**src/rbsi_sqrt.sv**
```systemverilog
`timescale 1ns / 1ps
`default_nettype none

module rbsi_sqrt #(
  parameter int ROOT_W = 32
) (
  input  logic                  clk_i,
  input  logic [2*ROOT_W-1:0]   rad_i,
  output logic [ROOT_W-1:0]     root_o
);

  logic [ROOT_W:0]       rem_q  [ROOT_W];
  logic [ROOT_W-1:0]     root_q [ROOT_W];
  logic [2*ROOT_W-1:0]   rad_q  [ROOT_W];

  for (genvar s = 0; s < ROOT_W; s++) begin : g_stage
    logic [ROOT_W:0]     rem_in;
    logic [ROOT_W-1:0]   root_in;
    logic [2*ROOT_W-1:0] rad_in;
    logic [ROOT_W+2:0]   rem2;
    logic [ROOT_W+2:0]   trial;
    logic                ge;

    if (s == 0) begin : g_first
      assign rem_in  = '0;
      assign root_in = '0;
      assign rad_in  = rad_i;
    end else begin : g_next
      assign rem_in  = rem_q[s-1];
      assign root_in = root_q[s-1];
      assign rad_in  = rad_q[s-1];
    end

    assign rem2  = {rem_in, rad_in[2*ROOT_W-1 -: 2]};
    assign trial = {1'b0, root_in, 2'b01};
    assign ge    = rem2 >= trial;

    always_ff @(posedge clk_i) begin
      rem_q[s]  <= ge ? (ROOT_W+1)'(rem2 - trial) : rem2[ROOT_W:0];
      root_q[s] <= {root_in[ROOT_W-2:0], ge};
      rad_q[s]  <= {rad_in[2*ROOT_W-3:0], 2'b00};
    end
  end

  assign root_o = root_q[ROOT_W-1];

endmodule

`default_nettype wire
```
**config.mk**
```make
export PLATFORM = sky130hd
export DESIGN_NAME = rbsi_sqrt
export DESIGN_NICKNAME = d
export VERILOG_FILES = /design/src/rbsi_sqrt.sv
export SDC_FILE = /design/constraint.sdc
export NUM_CORES = 2
export LEC_CHECK = 0
export BUFFER_PORTS_ARGS = -buffer_cell sky130_fd_sc_hd__buf_4
export CAP_MARGIN = 15
export CORE_MARGIN = 2
export CORE_UTILIZATION = 55
export CTS_CLUSTER_DIAMETER = 40
export DETAILED_ROUTE_END_ITERATION = 7
export HOLD_SLACK_MARGIN = 0.08
export PLACE_DENSITY = 0.74
export SLEW_MARGIN = 40
export SYNTH_ARGS = -nofsm -noshare
export SYNTH_HDL_FRONTEND = slang
export SYNTH_MEMORY_MAX_BITS = 65536
export SYNTH_SLANG_ARGS = --single-unit
```
**constraint.sdc**
```tcl
create_clock -name clk_i -period 3.2 [get_ports clk_i]
set_input_delay 0.16 -clock clk_i [delete_from_list [all_inputs] [get_ports clk_i]]
set_output_delay 0.16 -clock clk_i [all_outputs]
set_load 0.01 [all_outputs]
```
# [Yosys cells after proc, flatten, opt, wreduce, memory -nomap -nowiden]
# Memories as Yosys holds them, arrays and structs flattened.
# Cells that the tools add are included.
[op_classes] n_mul=0 n_eq_ne=0 bitwise=0 n_lt_le_gt_ge=32 muxes=32 addsub=32 shift=0 n_reduce_logical=0 div=0
[op_table] op="$ge A35 B34 Y1" count=31
[op_table] op="$mux W33" count=32
[op_table] op="$sub A33 B33 Y33" count=31
[op_table] op="$sub A2 B1 Y3 const B" count=1
[op_table] op="$ge A2 B1 Y1 const B" count=1
[totals] ff_bits=0 mem_count=3 romBits=0 elab_cells=99 latch_bits=0 ramBits=4064
[mem_list] name="rad_q" words=32 word_bits=62 read_ports=31 rd_ports_with_merged_regs=0 write_ports=32 line="14" text="logic [2*ROOT_W-1:0] rad_q [ROOT_W];"
[mem_list] name="rem_q" words=32 word_bits=33 read_ports=31 rd_ports_with_merged_regs=0 write_ports=32 line="12" text="logic [ROOT_W:0] rem_q [ROOT_W];"
[mem_list] name="root_q" words=32 word_bits=32 read_ports=32 rd_ports_with_merged_regs=0 write_ports=32 line="13" text="logic [ROOT_W-1:0] root_q [ROOT_W];"

# [Longest topological paths before layout]
# An unclocked memory read counts as a cell.
[logic_depth] depth_word=3 ltp_mapped=16 ltp_nobuf=13

# [Worst setup path after synthesis]
# OpenSTA, ideal clock, no wires.
[synth_path] path_kind="register -> register" start="memory root_q[24][2] (netlist: root_q[1][258])" end="memory rem_q[1][304] (netlist name)" arrival_time_ns=3.201 stages_incl_launch_ff=14 path_buffers=1 setup_ns=0.121 setup_slack_ns=-0.122 path_cell_list="dfxtp_1 -> inv_1 -> ha_1 -> or4_1 -> o2111ai_1 -> a21oi_1 -> o22ai_1 -> o21ai_0 -> a221oi_1 -> o31ai_1 -> nor3_1 -> clkbuf_1 -> clkinv_1 -> mux2_2"
[synth_rtl] item="start, declared" line="13"
[synth_rtl] item="end, declared" line="12"

==> flow_metrics.tcl <==
set metrics [dict create \
    outcome "complete, but fails checks" \
    violations "negative setup slack" \
    min_period_over_period 1.01 \
    min_period_ns 3.22 \
    clockBufferDepth 4 \
    cts_root_buf "clkbuf_16" \
    route.met3.wl_um 8720 \
    synth_edf_count 0 \
    reg2reg_slack_ns -0.02 \
    crit_type "reg -> reg" \
    fp.dieArea_um2 169000 \
    seq_area_um2 50000 \
    start_util 0.553 \
    synthArstFlopShare 0 \
    area_growth_pct 20.5 \
    max_slew_margin 0.530 \
    start_kind "flip-flop" \
    slew_violations 0 \
    fp-row-count 149 \
    place_hpwl_um 149000 \
    final_common_cell "dfxtp_1" \
    numCtsBuffers 318 \
    multiInputGateArea_um2 38700 \
    critPathRequiredTime_ns 4.00 \
    cp.arrival_ns 4.02 \
    worst_pin_slew_ns 0.698 \
    holdWs_ns 0.292 \
    timing.max_cap.violations 0 \
    wl_met1_um 84600 \
    fillers 12445 \
    power-per-cell-area_nw_per_um2 826 \
    first_iter_violations 3992 \
    io_buffers 96 \
    yosysSeqAreaShare 0.549 \
    worst-path-max-fanout 4 \
    vias 64373 \
    clk_latency_ns 0.92 \
    final_cell_mix "2491 x dfxtp_1, 702 x inv_1, 598 x nor2_1" \
    synthFlopType "dfxtp_1" \
    fp.dieW_um 411 \
    grtUsageTotal 0.237 \
    endpoint_kind "flip-flop" \
    fin_ws_ns -0.0216 \
    syn_inst 8982 \
    routedWlPerCell_um 16.8 \
    core-area_um2 165000 \
    first_global_vias 64487 \
    io_pins 97 \
    stdcell_count 12143 \
    startpoint "rem_q[0][241]$_DFF_P_" \
    rsz0062_at_grt "yes" \
    drtPass1Iterations 5 \
    grt_pass1_wl_um 327000 \
    worstHoldPathType "reg -> reg" \
    reg2reg_depth 10 \
    highest_layer "met4" \
    place_congestion 0.907 \
    grt-ovfl-total 0 \
    post_route_cells_drive_above_1_share 0.133 \
    hold_violations 0 \
    grt_max_degree 48 \
    antenna_found_initial 4 \
    setup_violations 1 \
    clkSlewWorstSetupHoldPaths_ns 0.06 \
    synth_area_um2 91000 \
    avgSynthCellArea_um2 10.1 \
    synth_nets 9608 \
    cts_tree "done" \
    regToRegEndpoint "rem_q[0][276]$_DFF_P_" \
    die_h_um 411 \
    fin_nets 10350 \
    synth-seq-cells 2495 \
    postRouteAntennaNets 0 \
    r2r_start "rem_q[0][241]$_DFF_P_" \
    clock-sinks 2495 \
    yosysWarnings 0 \
    placedCellCount 11437 \
    ir_drop_uv 690 \
    p_leak_nw 52.1 \
    critPathCapture "rem_q[0][276]$_DFF_P_" \
    vias_per_cell 5.30 \
    clock_skew_ns 0.0596 \
    fmax_mhz 310 \
    wl_um 204000 \
    drc 0 \
    wl_met2_um 104000 \
    n_antenna_cell 0 \
    htreeDepth 5 \
    yosysUniqueCellTypes 82 \
    holdPathStages 0 \
]
[area by class of cell]
| cell class | instances | area share |
|---|---|---|
| Multi-Input combinational cell | 5622 | 0.353 |
| Clock inverter | 171 | 0.0197 |
| Clock buffer | 379 | 0.0783 |
| Inverter | 706 | 0.0242 |
| Timing Repair Buffer | 581 | 0.0447 |
| Tap cell | 2189 | 0.0250 |
| Sequential cell | 2495 | 0.455 |
[synthesized netlist by cell type, drive strengths merged, types with 10 or more instances]
cell | instances | area share
a21boi | 25 | 0.0021
buf | 23 | 0.0010
clkbuf | 136 | 0.0056
a31o | 12 | 0.0012
a211oi | 38 | 0.0031
xnor2 | 414 | 0.040
nor3 | 222 | 0.012
nand3b | 24 | 0.0020
nand3 | 161 | 0.0089
nand4 | 90 | 0.0062
nand2b | 100 | 0.0069
o21bai | 47 | 0.0039
and3 | 55 | 0.0038
o2111ai | 11 | 0.0011
a31oi | 41 | 0.0028
inv | 704 | 0.029
or2 | 61 | 0.0042
a2111oi | 15 | 0.0015
and2 | 36 | 0.0025
mux2 | 98 | 0.012
mux2i | 11 | 0.0012
nor4b | 12 | 0.0012
nor2b | 82 | 0.0056
and4 | 12 | 0.0012
ha | 561 | 0.077
a21o | 260 | 0.021
nor2 | 604 | 0.025
dfxtp | 2495 | 0.55
nor3b | 15 | 0.0012
nor4 | 131 | 0.0094
xor2 | 376 | 0.036
o41ai | 11 | 0.0011
o21a | 112 | 0.0092
o31ai | 53 | 0.0044
nand2 | 588 | 0.024
a21oi | 585 | 0.032
a221oi | 10 | 0.00096
o21ai | 467 | 0.026
or3 | 81 | 0.0056
or4 | 53 | 0.0045
a211o | 14 | 0.0013
o211ai | 33 | 0.0027
[flip-flops by register name (all words and copies together) (netlist names)]
register and cells:
rad_q 992, rem_q 975, root_q 528
[how the worst min path moves through the flow]
stage,slack (ns),startpoint,end
floorplan,0.19,rad_i[0],rad_q[0][0]$_DFF_P_
global placement,0.27,rad_i[41],rad_q[0][41]$_DFF_P_
detailed placement,0.27,rad_i[39],rad_q[0][39]$_DFF_P_
CTS,0.29,rad_q[0][306]$_DFF_P_,rad_q[0][370]$_DFF_P_
global route,0.29,rad_q[0][114]$_DFF_P_,rad_q[0][178]$_DFF_P_
finish,0.29,rad_q[1][179]$_DFF_P_,rad_q[1][243]$_DFF_P_
[layer usage]
metal | up-vias | track usage
met3 | 475 | 0.0338
li1 | 32250 | -
met2 | 1445 | 0.434
met1 | 30203 | 0.281
met4 | 0 | 0.0865
met5 | - | 0
[repair_timing]
action | 4_1_cts | 5_1_grt
hold buffers | 129 | 0
gates cloned | 0 | 2
endpoints found under the hold margin | 65 | 0
gates resized for setup | 26 | 188
buffers inserted | 3 | 22
pin swaps | 1 | 56
endpoints found under the setup margin | 93 | 447
[metrics by stage]
stage	worst slack, ns	area [um2]	utilization	TNS (ns)	total power, mW
2_1_floorplan	-0.0441	91000	-	-0.0441	49.8
3_3_place_gp	-0.104	96600	0.587	-0.230	54.6
3_5_place_dp	-0.214	96600	0.587	-2.42	55.0
4_1_cts	-0.00526	109000	0.661	-0.00840	90.9
5_1_grt	-0.106	110000	0.666	-1.26	94.8
6_report	-0.0216	110000	0.666	-0.0216	90.6
[worst max-delay path: stages (launching register included)]
cell	delay [ns]
dfxtp_2	0.32
or4_4	0.54
or3_4	0.42
nor4_4	0.27
nand2b_2	0.11
or4_4	0.43
nand3_2	0.10
nor3_2	0.05
or3_4	0.43
or3_4	0.34
xnor2_1	0.12
[where the power goes]
part | internal (mW) | leakage [nW] | switching, mW
registers | 36.2 | 20.9 | 4.12
clock network | 22.0 | 5.23 | 13.6
logic | 6.92 | 26.0 | 7.81
total | 65.1 | 52.1 | 25.5
[cell families after synthesis]
kind of cell,after synthesis,synth area share
flip-flops,2495,0.549
AND/OR/NAND/NOR,2348,0.127
AO/OA/AOI/OAI,1813,0.122
buffers and inverters,865,0.0358
XOR/XNOR,790,0.0760
adder cells (fa/ha/maj),561,0.0771
multiplexers,109,0.0133
other,1,0.0000412
(Power assumes the default switching activity.)
